<file path="src/rtl/cpde_pkg.sv">
// Shared constants and types of the chunked patch delta encoder.
`default_nettype none

package cpde_pkg;

	localparam int unsigned CHUNK_BYTES_DEF = 64;
	localparam int unsigned OFFSET_W        = 40;
	localparam int unsigned BYTE_W          = 8;

	// result queue in the back end
	localparam int unsigned OQ_DEPTH = 4;
	localparam int unsigned OQ_PTR_W = 2;
	localparam int unsigned OQ_CNT_W = 3;

	// back end hands a chunk buffer bank back to the front end
	typedef struct packed {
		logic valid;
		logic bank;
	} bank_rel_t;

	typedef enum logic {
		BK_IDLE,
		BK_RUN
	} back_state_t;

endpackage

`default_nettype wire

</file>
<file path="src/rtl/chunked_patch_delta_encoder_core.sv">
// Top level of the chunked patch delta encoder: front end, descriptor queue, chunk RAM, back end.
// Throughput: one byte pair per cycle in; a differing chunk drains at one result per cycle, set
//   by the single RAM read port of the back end, while the result queue has room; the back end
//   passes through its idle state between chunks.
// Input stalls (full) only while both chunk banks hold chunks not yet drained.
// Reset (arst_n low) clears all control state and base_offset; the chunk RAM is not cleared.
`default_nettype none

module chunked_patch_delta_encoder_core #(
	parameter int unsigned CHUNK_BYTES = cpde_pkg::CHUNK_BYTES_DEF,
	// derived, not to be overridden
	parameter int unsigned SIZE_W      = $clog2(CHUNK_BYTES + 1)
) (
	input  wire logic                          clk,
	input  wire logic                          arst_n,
	// input queue side
	input  wire logic                          push,
	output logic                               full,
	input  wire logic [cpde_pkg::BYTE_W-1:0]   new_byte,
	input  wire logic [cpde_pkg::BYTE_W-1:0]   old_byte,
	input  wire logic                          end_of_file,
	// base_offset register
	input  wire logic                          cfg_wr_en,
	input  wire logic [cpde_pkg::OFFSET_W-1:0] cfg_wr_data,
	// result queue side
	output logic                               empty,
	input  wire logic                          pop,
	output logic      [cpde_pkg::OFFSET_W-1:0] chunk_offset,
	output logic      [SIZE_W-1:0]             chunk_size,
	output logic      [cpde_pkg::BYTE_W-1:0]   patch_byte,
	output logic      [cpde_pkg::BYTE_W-1:0]   backup_byte,
	output logic                               last_of_record
);

	// Byte index within a chunk; at least one bit so a one-byte chunk still addresses.
	localparam int unsigned IDX_W  = (CHUNK_BYTES > 1) ? $clog2(CHUNK_BYTES) : 1;
	// Descriptor: chunk offset, chunk size, bank holding the bytes.
	localparam int unsigned DESC_W = cpde_pkg::OFFSET_W + SIZE_W + 1;
	localparam int unsigned DATA_W = 2 * cpde_pkg::BYTE_W;

	logic                ram_wr_en;
	logic [IDX_W:0]      ram_wr_addr;
	logic [DATA_W-1:0]   ram_wr_data;
	logic [IDX_W:0]      ram_rd_addr;
	logic [DATA_W-1:0]   ram_rd_data;

	logic                desc_push;
	logic [DESC_W-1:0]   desc_wr_data;
	logic                desc_pop;
	logic                desc_empty;
	logic [DESC_W-1:0]   desc_rd_data;

	cpde_pkg::bank_rel_t rel;

	// Front end: writes each byte pair into the open bank and, when a chunk closes
	// (full chunk or end of file) with any byte changed, posts one descriptor
	// transaction. An unchanged chunk simply reuses its bank.
	cpde_front #(
		.CHUNK_BYTES (CHUNK_BYTES),
		.IDX_W       (IDX_W),
		.SIZE_W      (SIZE_W),
		.DESC_W      (DESC_W)
	) u_front (
		.clk         (clk),
		.arst_n      (arst_n),
		.push        (push),
		.full        (full),
		.new_byte    (new_byte),
		.old_byte    (old_byte),
		.end_of_file (end_of_file),
		.cfg_wr_en   (cfg_wr_en),
		.cfg_wr_data (cfg_wr_data),
		.rel         (rel),
		.ram_wr_en   (ram_wr_en),
		.ram_wr_addr (ram_wr_addr),
		.ram_wr_data (ram_wr_data),
		.desc_push   (desc_push),
		.desc_data   (desc_wr_data)
	);

	// Two banks of CHUNK_BYTES byte pairs: the front fills one while the back
	// drains the other.
	cpde_chunk_ram #(
		.ADDR_W (IDX_W + 1),
		.DATA_W (DATA_W)
	) u_ram (
		.clk     (clk),
		.wr_en   (ram_wr_en),
		.wr_addr (ram_wr_addr),
		.wr_data (ram_wr_data),
		.rd_addr (ram_rd_addr),
		.rd_data (ram_rd_data)
	);

	// Descriptor queue; two entries match the two banks, so it never overflows.
	cpde_desc_fifo #(
		.W (DESC_W)
	) u_desc_fifo (
		.clk     (clk),
		.arst_n  (arst_n),
		.wr_en   (desc_push),
		.wr_data (desc_wr_data),
		.rd_en   (desc_pop),
		.empty   (desc_empty),
		.rd_data (desc_rd_data)
	);

	// Back end: reads the chunk out one byte a cycle while the result queue has room and queues
	// the results; the bank goes back to the front end once its last byte has been read.
	cpde_back #(
		.IDX_W  (IDX_W),
		.SIZE_W (SIZE_W),
		.DESC_W (DESC_W)
	) u_back (
		.clk            (clk),
		.arst_n         (arst_n),
		.desc_empty     (desc_empty),
		.desc_data      (desc_rd_data),
		.desc_pop       (desc_pop),
		.ram_rd_addr    (ram_rd_addr),
		.ram_rd_data    (ram_rd_data),
		.rel            (rel),
		.pop            (pop),
		.empty          (empty),
		.chunk_offset   (chunk_offset),
		.chunk_size     (chunk_size),
		.patch_byte     (patch_byte),
		.backup_byte    (backup_byte),
		.last_of_record (last_of_record)
	);

endmodule

`default_nettype wire

</file>
<file path="src/rtl/cpde_chunk_ram.sv">
// Two-bank chunk buffer: one write port, one registered read port.
`default_nettype none

module cpde_chunk_ram #(
	parameter int unsigned ADDR_W = 7,
	parameter int unsigned DATA_W = 16
) (
	input  wire logic              clk,
	input  wire logic              wr_en,
	input  wire logic [ADDR_W-1:0] wr_addr,
	input  wire logic [DATA_W-1:0] wr_data,
	input  wire logic [ADDR_W-1:0] rd_addr,
	output logic      [DATA_W-1:0] rd_data
);

	logic [DATA_W-1:0] mem_q [2**ADDR_W];

	always_ff @(posedge clk) begin
		if (wr_en) begin
			mem_q[wr_addr] <= wr_data;
		end
	end

	always_ff @(posedge clk) begin
		rd_data <= mem_q[rd_addr];
	end

endmodule

`default_nettype wire

</file>
<file path="src/rtl/cpde_desc_fifo.sv">
// Two-entry queue of closed-chunk descriptors between front and back end.
`default_nettype none

module cpde_desc_fifo #(
	parameter int unsigned W = 48
) (
	input  wire logic         clk,
	input  wire logic         arst_n,
	input  wire logic         wr_en,
	input  wire logic [W-1:0] wr_data,
	input  wire logic         rd_en,
	output logic              empty,
	output logic      [W-1:0] rd_data
);

	logic [W-1:0] mem_q [2];
	logic         wp_q;
	logic         rp_q;
	logic [1:0]   cnt_q;

	assign empty   = (cnt_q == 2'd0);
	assign rd_data = mem_q[rp_q];

	always_ff @(posedge clk) begin
		if (wr_en) begin
			mem_q[wp_q] <= wr_data;
		end
	end

	always_ff @(posedge clk or negedge arst_n) begin
		if (!arst_n) begin
			wp_q  <= 1'b0;
			rp_q  <= 1'b0;
			cnt_q <= 2'd0;
		end else begin
			if (wr_en) begin
				wp_q <= ~wp_q;
			end
			if (rd_en) begin
				rp_q <= ~rp_q;
			end
			cnt_q <= cnt_q + 2'(wr_en) - 2'(rd_en);
		end
	end

endmodule

`default_nettype wire

</file>
<file path="src/rtl/cpde_front.sv">
// Front end: takes byte pairs, fills chunk banks, posts descriptors of differing chunks.
`default_nettype none

module cpde_front #(
	parameter int unsigned CHUNK_BYTES = cpde_pkg::CHUNK_BYTES_DEF,
	parameter int unsigned IDX_W       = 6,
	parameter int unsigned SIZE_W      = 7,
	parameter int unsigned DESC_W      = 48
) (
	input  wire logic                        clk,
	input  wire logic                        arst_n,
	input  wire logic                        push,
	output logic                             full,
	input  wire logic [cpde_pkg::BYTE_W-1:0] new_byte,
	input  wire logic [cpde_pkg::BYTE_W-1:0] old_byte,
	input  wire logic                        end_of_file,
	input  wire logic                        cfg_wr_en,
	input  wire logic [cpde_pkg::OFFSET_W-1:0] cfg_wr_data,
	input  wire cpde_pkg::bank_rel_t         rel,
	output logic                             ram_wr_en,
	output logic      [IDX_W:0]              ram_wr_addr,
	output logic      [2*cpde_pkg::BYTE_W-1:0] ram_wr_data,
	output logic                             desc_push,
	output logic      [DESC_W-1:0]           desc_data
);

	localparam int unsigned OW = cpde_pkg::OFFSET_W;

	logic [IDX_W-1:0] fill_q;
	logic             bank_q;
	logic             differs_q;
	logic [OW-1:0]    file_index_q;
	logic [OW-1:0]    start_q;
	logic [OW-1:0]    base_q;
	logic [1:0]       busy_q;

	logic             acc;
	logic             differs_now;
	logic             closing;
	logic [OW-1:0]    start_cur;
	logic [OW-1:0]    chunk_off;
	logic [SIZE_W-1:0] chunk_sz;
	logic [1:0]       busy_set;
	logic [1:0]       busy_clr;

	// a bank still being drained by the back end cannot be refilled
	assign full = busy_q[bank_q];
	assign acc  = push && !full;

	assign differs_now = differs_q || (new_byte != old_byte);
	assign closing     = end_of_file || (fill_q == IDX_W'(CHUNK_BYTES - 1));
	assign start_cur   = (fill_q == '0) ? file_index_q : start_q;
	assign chunk_off   = base_q + start_cur;
	assign chunk_sz    = SIZE_W'(fill_q) + SIZE_W'(1);

	assign ram_wr_en   = acc;
	assign ram_wr_addr = {bank_q, fill_q};
	assign ram_wr_data = {new_byte, old_byte};

	assign desc_push = acc && closing && differs_now;
	assign desc_data = {chunk_off, chunk_sz, bank_q};

	assign busy_clr = rel.valid ? (2'b01 << rel.bank) : 2'b00;
	assign busy_set = desc_push ? (2'b01 << bank_q) : 2'b00;

	always_ff @(posedge clk or negedge arst_n) begin
		if (!arst_n) begin
			base_q <= '0;
		end else if (cfg_wr_en) begin
			base_q <= cfg_wr_data;
		end
	end

	always_ff @(posedge clk or negedge arst_n) begin
		if (!arst_n) begin
			fill_q       <= '0;
			bank_q       <= 1'b0;
			differs_q    <= 1'b0;
			file_index_q <= '0;
			start_q      <= '0;
		end else if (acc) begin
			start_q <= start_cur;
			if (closing) begin
				fill_q    <= '0;
				differs_q <= 1'b0;
			end else begin
				fill_q    <= fill_q + IDX_W'(1);
				differs_q <= differs_now;
			end
			if (desc_push) begin
				bank_q <= ~bank_q;
			end
			if (end_of_file) begin
				file_index_q <= '0;
			end else begin
				file_index_q <= file_index_q + OW'(1);
			end
		end
	end

	// set and release never hit the same bank in one cycle
	always_ff @(posedge clk or negedge arst_n) begin
		if (!arst_n) begin
			busy_q <= 2'b00;
		end else begin
			busy_q <= (busy_q & ~busy_clr) | busy_set;
		end
	end

endmodule

`default_nettype wire

</file>
<file path="src/rtl/cpde_back.sv">
// Back end: drains a differing chunk into the result queue, one result per cycle unless full.
`default_nettype none

module cpde_back #(
	parameter int unsigned IDX_W  = 6,
	parameter int unsigned SIZE_W = 7,
	parameter int unsigned DESC_W = 48
) (
	input  wire logic                          clk,
	input  wire logic                          arst_n,
	input  wire logic                          desc_empty,
	input  wire logic [DESC_W-1:0]             desc_data,
	output logic                               desc_pop,
	output logic      [IDX_W:0]                ram_rd_addr,
	input  wire logic [2*cpde_pkg::BYTE_W-1:0] ram_rd_data,
	output cpde_pkg::bank_rel_t                rel,
	input  wire logic                          pop,
	output logic                               empty,
	output logic      [cpde_pkg::OFFSET_W-1:0] chunk_offset,
	output logic      [SIZE_W-1:0]             chunk_size,
	output logic      [cpde_pkg::BYTE_W-1:0]   patch_byte,
	output logic      [cpde_pkg::BYTE_W-1:0]   backup_byte,
	output logic                               last_of_record
);

	localparam int unsigned OW  = cpde_pkg::OFFSET_W;
	localparam int unsigned BW  = cpde_pkg::BYTE_W;
	localparam int unsigned PW  = cpde_pkg::OQ_PTR_W;
	localparam int unsigned CW  = cpde_pkg::OQ_CNT_W;
	localparam int unsigned OQD = cpde_pkg::OQ_DEPTH;

	cpde_pkg::back_state_t state_q, state_d;

	logic              bank_q;
	logic [IDX_W-1:0]  k_q;
	logic [SIZE_W-1:0] size_q;
	logic [OW-1:0]     off_q;

	logic              v_s1;
	logic              last_s1;
	logic [SIZE_W-1:0] size_s1;
	logic [OW-1:0]     off_s1;

	logic [OW-1:0]     oq_off_q  [OQD];
	logic [SIZE_W-1:0] oq_size_q [OQD];
	logic [BW-1:0]     oq_new_q  [OQD];
	logic [BW-1:0]     oq_old_q  [OQD];
	logic              oq_last_q [OQD];
	logic [PW-1:0]     wp_q;
	logic [PW-1:0]     rp_q;
	logic [CW-1:0]     ocnt_q;

	logic issue;
	logic last_issue;
	logic out_pop;

	// room for the read in flight as well as the one issued now
	assign issue      = (state_q == cpde_pkg::BK_RUN) &&
	                    ((ocnt_q + CW'(v_s1)) < CW'(OQD));
	assign last_issue = issue && ((SIZE_W'(k_q) + SIZE_W'(1)) == size_q);
	assign ram_rd_addr = {bank_q, k_q};

	always_comb begin
		state_d = state_q;
		unique case (state_q)
			cpde_pkg::BK_IDLE: begin
				if (!desc_empty) begin
					state_d = cpde_pkg::BK_RUN;
				end
			end
			cpde_pkg::BK_RUN: begin
				if (last_issue) begin
					state_d = cpde_pkg::BK_IDLE;
				end
			end
			default: state_d = cpde_pkg::BK_IDLE;
		endcase
	end

	always_comb begin
		desc_pop  = (state_q == cpde_pkg::BK_IDLE) && !desc_empty;
		rel.valid = last_issue;
		rel.bank  = bank_q;
	end

	always_ff @(posedge clk or negedge arst_n) begin
		if (!arst_n) begin
			state_q <= cpde_pkg::BK_IDLE;
			k_q     <= '0;
		end else begin
			state_q <= state_d;
			if (desc_pop) begin
				k_q <= '0;
			end else if (issue) begin
				k_q <= k_q + IDX_W'(1);
			end
		end
	end

	always_ff @(posedge clk) begin
		if (desc_pop) begin
			{off_q, size_q, bank_q} <= desc_data;
		end
	end

	always_ff @(posedge clk or negedge arst_n) begin
		if (!arst_n) begin
			v_s1 <= 1'b0;
		end else begin
			v_s1 <= issue;
		end
	end

	always_ff @(posedge clk) begin
		if (issue) begin
			last_s1 <= last_issue;
			size_s1 <= size_q;
			off_s1  <= off_q;
		end
	end

	// result queue
	assign empty   = (ocnt_q == '0);
	assign out_pop = pop && !empty;

	assign chunk_offset   = oq_off_q[rp_q];
	assign chunk_size     = oq_size_q[rp_q];
	assign patch_byte     = oq_new_q[rp_q];
	assign backup_byte    = oq_old_q[rp_q];
	assign last_of_record = oq_last_q[rp_q];

	always_ff @(posedge clk) begin
		if (v_s1) begin
			oq_off_q[wp_q]  <= off_s1;
			oq_size_q[wp_q] <= size_s1;
			oq_new_q[wp_q]  <= ram_rd_data[2*BW-1:BW];
			oq_old_q[wp_q]  <= ram_rd_data[BW-1:0];
			oq_last_q[wp_q] <= last_s1;
		end
	end

	always_ff @(posedge clk or negedge arst_n) begin
		if (!arst_n) begin
			wp_q   <= '0;
			rp_q   <= '0;
			ocnt_q <= '0;
		end else begin
			if (v_s1) begin
				wp_q <= wp_q + PW'(1);
			end
			if (out_pop) begin
				rp_q <= rp_q + PW'(1);
			end
			ocnt_q <= ocnt_q + CW'(v_s1) - CW'(out_pop);
		end
	end

endmodule

`default_nettype wire

</file>
<file path="config.mk">
export PLATFORM = sky130hd
export DESIGN_NAME = chunked_patch_delta_encoder_core
export DESIGN_NICKNAME = d
export VERILOG_FILES = /design/src/rtl/cpde_pkg.sv /design/src/rtl/chunked_patch_delta_encoder_core.sv /design/src/rtl/cpde_chunk_ram.sv /design/src/rtl/cpde_desc_fifo.sv /design/src/rtl/cpde_front.sv /design/src/rtl/cpde_back.sv
export SDC_FILE = /design/constraint.sdc
export NUM_CORES = 2
export LEC_CHECK = 0
export BUFFER_PORTS_ARGS = -buffer_cell sky130_fd_sc_hd__clkbuf_2
export CORE_MARGIN = 3
export CORE_UTILIZATION = 55
export DETAILED_ROUTE_END_ITERATION = 8
export PLACE_DENSITY = 0.82
export RECOVER_POWER = 100
export SETUP_SLACK_MARGIN = 0.1
export SLEW_MARGIN = 20
export SYNTH_ARGS = -nofsm -noshare
export SYNTH_HDL_FRONTEND = slang
export SYNTH_SLANG_ARGS = --single-unit
</file>
<file path="constraint.sdc">
create_clock -name clk -period 4.1 [get_ports clk]
set_input_delay 0 -clock clk [delete_from_list [all_inputs] [get_ports clk]]
set_output_delay 0 -clock clk [all_outputs]
set_load 0.03 [all_outputs]
</file>
==> Word-level counts from Yosys, hierarchy flattened <==
Memories as Yosys holds them, arrays and structs flattened. A register that Yosys moved wholly into a read port is not among the register bits.
Index checks and enable logic that the tools add are counted.
{ "word_totals": {"regBits": 197, "ram_bits": 2400, "output_inout_bits": 66, "n_memories": 7} }
{ "op_classes": {"add_sub_neg": 12, "n_lt_le_gt_ge": 2, "n_eq_ne": 3, "shift": 2, "muxes": 19, "n_bitwise": 7, "n_reduce_logical": 17} }
{ "memory_table": {"columns": ["name", "words", "width", "read_ports", "rd_ports_with_merged_regs", "write_ports", "line", "source"], "rows": [
  ["u_ram.mem_q", 128, 16, 1, 1, 1, "cpde_chunk_ram.sv:16", "logic [DATA_W-1:0] mem_q [2**ADDR_W];"],
  ["u_back.oq_off_q", 4, 40, 1, 0, 1, "cpde_back.sv:44", "logic [OW-1:0] oq_off_q [OQD];"],
  ["u_desc_fifo.mem_q", 2, 48, 1, 1, 1, "cpde_desc_fifo.sv:16", "logic [W-1:0] mem_q [2];"],
  ["u_back.oq_new_q", 4, 8, 1, 0, 1, "cpde_back.sv:46", "logic [BW-1:0] oq_new_q [OQD];"],
  ["u_back.oq_old_q", 4, 8, 1, 0, 1, "cpde_back.sv:47", "logic [BW-1:0] oq_old_q [OQD];"],
  ["u_back.oq_size_q", 4, 7, 1, 0, 1, "cpde_back.sv:45", "logic [SIZE_W-1:0] oq_size_q [OQD];"],
  ["1 more memories", null, null, null, null, null, null, null]
]} }
{ "op_table": {"columns": ["operator", "n"], "rows": [
  ["2-to-1 mux 40 bit", 2],
  ["adder 40 x 1 -> 40 bit, second input constant", 1],
  ["adder 40 bit", 1],
  ["2-to-1 mux 6 bit", 3],
  ["adder 6 x 1 -> 7 bit, second input constant", 2],
  ["adder 6 x 1 -> 6 bit, second input constant", 2],
  ["2-to-1 mux 1 bit", 11],
  ["!= test 8 bit", 1],
  ["equality test 7 bit", 1],
  ["logical AND 1 bit", 7],
  ["equality test 6 bit, second input constant", 1],
  ["zero test 6 bit", 1],
  ["adder 2 x 1 -> 2 bit, second input constant", 2],
  ["2-to-1 mux 2 bit", 2],
  ["inverter 1 bit", 4],
  ["<< shifter 1 x 1 -> 2 bit, first input constant", 2],
  ["adder 3 x 1 -> 3 bit", 1],
  ["zero test 1 bit", 3],
  ["zero test 3 bit", 1],
  ["less-than comparator 3 bit, second input constant", 1],
  ["subtractor 3 x 1 -> 3 bit", 1],
  ["adder 2 x 1 -> 2 bit", 1],
  ["bitwise AND 2 bit", 1],
  ["zero test 2 bit", 1],
  ["8 further kinds", 9]
]} }

==> Longest topological paths before layout <==
{ "logic_depth": {"word_depth": 8, "ltp_mapped": 17, "ltp_nobuf": 15} }

==> Cells and area by module <==
From an unflattened synthesis, not the netlist that was laid out.
{ "unflattened": {"cells_unflattened": 4696, "area_unflattened_um2": 103658.2} }
{ "modules_own_cells": {"columns": ["module", "instances", "cells_each", "area_each_um2", "seq_area_each_um2"], "rows": [
  ["cpde_chunk_ram", 1, 3086, 78522.8, 61819.3],
  ["cpde_back", 1, 523, 12996.2, 10945.5],
  ["cpde_front", 1, 924, 8439.3, 3253.1],
  ["cpde_desc_fifo", 1, 163, 3699.8, 2982.9]
]} }

==> Worst setup path before layout <==
OpenSTA, ideal clock, no wires.
{ "synth_timing": {"kind": "register to register", "startpoint": "register u_front.fill_q[0]", "endpoint": "memory u_desc_fifo.mem_q[0][40] (data pin)", "setup_ns": 0.265, "t_arrival_ns": 3.952, "setup_slack_ns": -0.117, "path_stages_with_launch": 18, "n_path_buf": 2, "period_less_slack_ns": 4.217, "cell_sequence": "dfrtp_1 clkbuf_1 inv_1 ha_1 nand3_1 clkbuf_1 mux2_2 ha_1 inv_1 fa_1 nand2b_1 a21oi_1 o21ai_0 a2111oi_0 o31ai_2 o31ai_1 a21oi_1 xnor2_1"} }
{ "synth_between": {"elab_chain_len": 3} }
{ "synth_lines": {"columns": ["item", "line", "source"], "rows": [
  ["start, declared", "cpde_front.sv:29", "logic [IDX_W-1:0] fill_q;"],
  ["start signal, assigned", "cpde_front.sv:87", "fill_q <= fill_q + IDX_W'(1);"],
  ["zero test 6 bit", "cpde_front.sv:52", "assign start_cur = (fill_q == '0) ? file_index_q : start_q;"],
  ["2-to-1 mux 40 bit", "cpde_front.sv:52", null],
  ["net u_front.start_cur[0]", "cpde_front.sv:40", "logic [OW-1:0] start_cur;"],
  ["adder 40 bit", "cpde_front.sv:53", "assign chunk_off = base_q + start_cur;"],
  ["net desc_wr_data[40]", "chunked_patch_delta_encoder_core.sv:48", "logic [DESC_W-1:0] desc_wr_data;"],
  ["end, declared", "cpde_desc_fifo.sv:16", null]
]} }
The timed path passes the listed nets, and every way through them passes these cells.

==> Worst setup path in the final report <==
{ "layout_timing": {"startpoint": "input port old_byte[4] (netlist name)", "endpoint": "memory u_ram.mem_q[404][4], in the netlist u_ram.mem_q[101][4] (data pin)"} }
{ "layout_lines": {"columns": ["item", "line", "source"], "rows": [
  ["start, declared", "chunked_patch_delta_encoder_core.sv:20", "input wire logic [cpde_pkg::BYTE_W-1:0] old_byte,"],
  ["end, declared", "cpde_chunk_ram.sv:16", null]
]} }
Straight into the memory's write port.

==> impl_metrics.sql <==
INSERT INTO impl_metrics (metric_group, metric, value, unit) VALUES
('cts', 'cts_root_buffer', 'sky130_fd_sc_hd__clkbuf_16', ''),
('power', 'seq_power_share', '43.3', '%'),
('floorplan', 'start_util', '55.7', '%'),
('critical_path', 'timing.reg2reg.worst_path_depth', '16', ''),
('timing', 'finalClockSkew', '0.110', 'ns'),
('placed_design', 'place.detailed.hpwl', '154000', 'um'),
('timing', 'max_slew.worst_pin.slew', '3.97', 'ns'),
('cts', 'clock_latency_late_sink', '0.92', 'ns'),
('routing', 'finalWirelength', '272000', 'um'),
('routing', 'ant_nets', '0', ''),
('cts', 'number_of_clock_buffers_inserted_by_tritoncts', '238', ''),
('placed_design', 'dp_cells', '8107', ''),
('synthesis', 'leading_cell_types_by_total_area_after_synthesis', 'sky130_fd_sc_hd__edfxtp_1 (72%), sky130_fd_sc_hd__mux4_2 (7.6%), sky130_fd_sc_hd__mux2i_1 (4.6%)', ''),
('synthesis', 'fraction_of_registers_with_async_set_or_reset_after_synthesis', '5.60', '%'),
('synthesis', 'synth.lib_cells_used.distinct', '60', ''),
('min_path', 'hold_class', 'in -> reg', ''),
('synthesis', 'number_of_warnings_issued_by_yosys', '0', ''),
('synthesis', 'synth.ff_latch_count', '2661', ''),
('cells_and_area', 'final_layout_size_suffix_gt1_share', '20.9', '%'),
('placed_design', 'placement.cell_area', '109000', 'um^2'),
('routing', 'vias', '58100', ''),
('synthesis', 'postSynth.topFlopCell', 'sky130_fd_sc_hd__edfxtp_1', ''),
('routing', 'wl_met3', '31400', 'um'),
('timing', 'post-route-min-period', '4.05', 'ns'),
('critical_path', 'timing.critical_path.arrival', '4.65', 'ns'),
('synthesis', 'synth-seq-area-share', '76.0', '%'),
('routing', 'firstDrtPassIters', '6', ''),
('cts', 'tritoncts', 'built', ''),
('cells_and_area', 'final_area', '118000', 'um^2'),
('routing', 'wirelength_met1', '92800', 'um'),
('global_route', 'grt_usage', '27.9', '%'),
('cells_and_area', 'area.growth.synth_to_final', '13.8', '%'),
('run', 'timing.max_cap.violations', '22', ''),
('timing', 'setup_repair_after_global_routing_missed_its_margin', 'yes', ''),
('timing', 'fmax', '247', 'MHz'),
('synthesis', 'synth.top_cell.area_share', '72.1', '%'),
('routing', 'dr.first_iter.drc_count', '8412', ''),
('placed_design', 'place.gp.congestion', '0.902', ''),
('timing', 'finalCritPeriodShare', '98.9', '%'),
('floorplan', 'placement_rows', '158', ''),
('run_status', 'run_status', 'finished with violations', ''),
('critical_path', 'critPathCaptureType', 'register', ''),
('critical_path', 'worst_path_required_time', '4.70', 'ns'),
('placed_design', 'placement.io_buffers', '127', ''),
('power', 'leak_pwr', '39.7', 'nW'),
('timing', 'holdWs', '0.0503', 'ns'),
('power', 'irDropWorstVdd', '0.000536', 'V'),
('synthesis', 'yosysTopAreaCell', 'sky130_fd_sc_hd__edfxtp_1', ''),
('power', 'switching_share', '31.8', '%'),
('timing', 'count_of_endpoints_failing_setup_in_the_final_report', '0', ''),
('critical_path', 'startpoint_type', 'input port', ''),
('floorplan', 'core_area', '187000', 'um^2'),
('cells_and_area', 'finish.net_count', '6088', ''),
('timing', 'worst_slew_margin_rel', '-165', '%'),
('routing', 'routedWlPerCell', '31.4', 'um'),
('cts', 'ctsLongestPathBuffers', '3', ''),
('timing', 'timing.final.max_slew_violations', '1447', ''),
('synthesis', 'post_synth.cell_area_avg', '19.0', 'um^2'),
('power', 'power.density_cell_area', '650', 'nW/um^2'),
('routing', 'uppermost_routed_layer', 'met5', ''),
('synthesis', 'post_synth_inst_count', '5482', ''),
('power', 'intPower', '0.0525', 'W'),
('power', 'switching_power', '0.0245', 'W'),
('cts', 'cts_htree_levels', '4', ''),
('routing', 'viasPerCell', '6.71', ''),
('global_route', 'wire_length_of_the_first_global_routing_pass', '394000', 'um'),
('global_route', 'vias_in_the_first_global_route', '58000', ''),
('min_path', 'hold_path_depth', '3', ''),
('floorplan', 'area_of_the_die', '194000', 'um^2'),
('cells_and_area', 'post_layout_nonfiller_instances', '8663', ''),
('run_status', 'failing_checks', 'max-capacitance violations, max-slew violations', '');
[stage by stage]
stage,setup TNS [ns],utilization [%],setup WS (ns)
4_1_cts,0,63.4,0.112
6_report,0,63.4,0.0464
3_3_place_gp,0,58.6,0.129
3_5_place_dp,0,58.6,0.105
5_1_grt,-0.0365,63.4,-0.0183
2_1_floorplan,0,-,0.103
[worst paths after layout]
path,start,endpoint,slack (ns)
setup / recovery,old_byte[4],u_ram.mem_q[101][4],0.05
hold / removal,cfg_wr_data[34],u_front.base_q[34],0.05
setup reg to reg,u_front.fill_q[1],u_desc_fifo.mem_q[0][45],0.09
hold reg to reg,u_back.off_q[23],u_back.off_s1[23],0.43
max in group asynchronous,arst_n,u_front.start_q[35],1.03
min in group asynchronous,arst_n,u_front.file_index_q[1],1.30
[metal layers]
layer / up-vias / track usage (%)
met5: - / 0
met4: 6 / 13.1
met3: 782 / 6.10
met2: 4528 / 45.1
met1: 29500 / 36.3
li1: 23300 / -
[logic make-up (layout without fill, tap and decap cells)]
kind of cell | Yosys count | after routing | share of synthesized area (%)
flops | 2661 | 2661 | 76.0
mux | 954 | 954 | 13.6
compound gates | 741 | 741 | 4.89
simple gates | 647 | 647 | 2.71
buf+inv | 331 | 1031 | 1.39
xor+xnor | 94 | 94 | 0.792
fa+ha+maj | 54 | 54 | 0.657
other cells | 0 | 1 | 0
[repair_timing]
item,4_1_cts,5_1_grt
endpoints found under the hold margin,1058,0
pin swaps,0,2
setup buffers,0,1
endpoints found under the setup margin,8,26
resized for setup,3,16
hold buffers,103,0
[layout make-up]
class                      instances  area [um^2]
clock inverter                   139         1540
antenna                            1         2.50
multi-input combinational       2490        23600
fill                           11700        68300
sequential                      2661        79000
tap                             2480         3100
inverter                          30          118
clock buffer                     311         6430
timing repair buffer             551         4480
[layout by cell type, fill, tap and decap left out, drive strengths merged, types with 53 or more instances in the layout]
cell / instances
a21oi: 213
buf: 301
clkbuf: 459
clkinv: 111
dfrtp: 149
dlygate4sd3: 102
edfxtp: 2496
ha: 53
mux2: 125
mux2i: 477
mux4: 352
nand2: 190
nor2: 253
nor3: 74
o221ai: 236
o22ai: 117
xnor2: 56
[Yosys cell counts, types with 4 or more instances]
library cell / count
sky130_fd_sc_hd__a31oi_1: 10
sky130_fd_sc_hd__mux4_2: 352
sky130_fd_sc_hd__o21ai_0: 49
sky130_fd_sc_hd__xnor2_1: 56
sky130_fd_sc_hd__nor3_1: 73
sky130_fd_sc_hd__a21oi_1: 213
sky130_fd_sc_hd__nor2b_1: 11
sky130_fd_sc_hd__clkbuf_1: 162
sky130_fd_sc_hd__nand4_1: 17
sky130_fd_sc_hd__or2_2: 7
sky130_fd_sc_hd__nor2_1: 253
sky130_fd_sc_hd__and2_1: 11
sky130_fd_sc_hd__and4_1: 5
sky130_fd_sc_hd__and3_1: 13
sky130_fd_sc_hd__a22o_1: 5
sky130_fd_sc_hd__o221ai_1: 236
sky130_fd_sc_hd__nand2b_1: 8
sky130_fd_sc_hd__ha_1: 53
sky130_fd_sc_hd__buf_1: 42
sky130_fd_sc_hd__dfrtp_1: 149
sky130_fd_sc_hd__o31ai_1: 7
sky130_fd_sc_hd__inv_1: 28
sky130_fd_sc_hd__dfxtp_1: 16
sky130_fd_sc_hd__nand3_1: 43
sky130_fd_sc_hd__a21o_1: 28
sky130_fd_sc_hd__xor2_1: 38
sky130_fd_sc_hd__mux2i_1: 477
sky130_fd_sc_hd__nand2_1: 190
sky130_fd_sc_hd__o211ai_1: 4
sky130_fd_sc_hd__buf_4: 32
sky130_fd_sc_hd__o22ai_1: 117
sky130_fd_sc_hd__or3_1: 12
sky130_fd_sc_hd__mux2_2: 125
sky130_fd_sc_hd__a211oi_1: 45
sky130_fd_sc_hd__o21bai_1: 4
sky130_fd_sc_hd__edfxtp_1: 2496
sky130_fd_sc_hd__buf_2: 63
[power by group through the flow]
stage	Combinational [W]	Sequential [W]	Clock, W
global placement	0.0198	0.0335	0
floorplan	0.0134	0.0329	0
finish	0.0211	0.0333	0.0225
global route	0.0218	0.0334	0.0237
CTS	0.0208	0.0332	0.0226
detailed placement	0.0202	0.0337	0
[sequential cells by signal (all words and copies together), names as in the netlist, 40 cells and up]
name and flops:
u_front.start_q 40, u_back.off_s1 40, u_back.off_q 40, u_desc_fifo.mem_q 96, u_front.file_index_q 40, u_front.base_q 40, u_back.oq_off_q 160, u_ram.mem_q 2048
[worst max-delay path: stages]
cell                            delay [ns]
sky130_fd_sc_hd__dlygate4sd3_1        0.59
sky130_fd_sc_hd__clkbuf_1             0.16
sky130_fd_sc_hd__clkbuf_1             2.73
sky130_fd_sc_hd__clkbuf_4             1.10
Note: power is estimated with default switching activity, not from simulation.
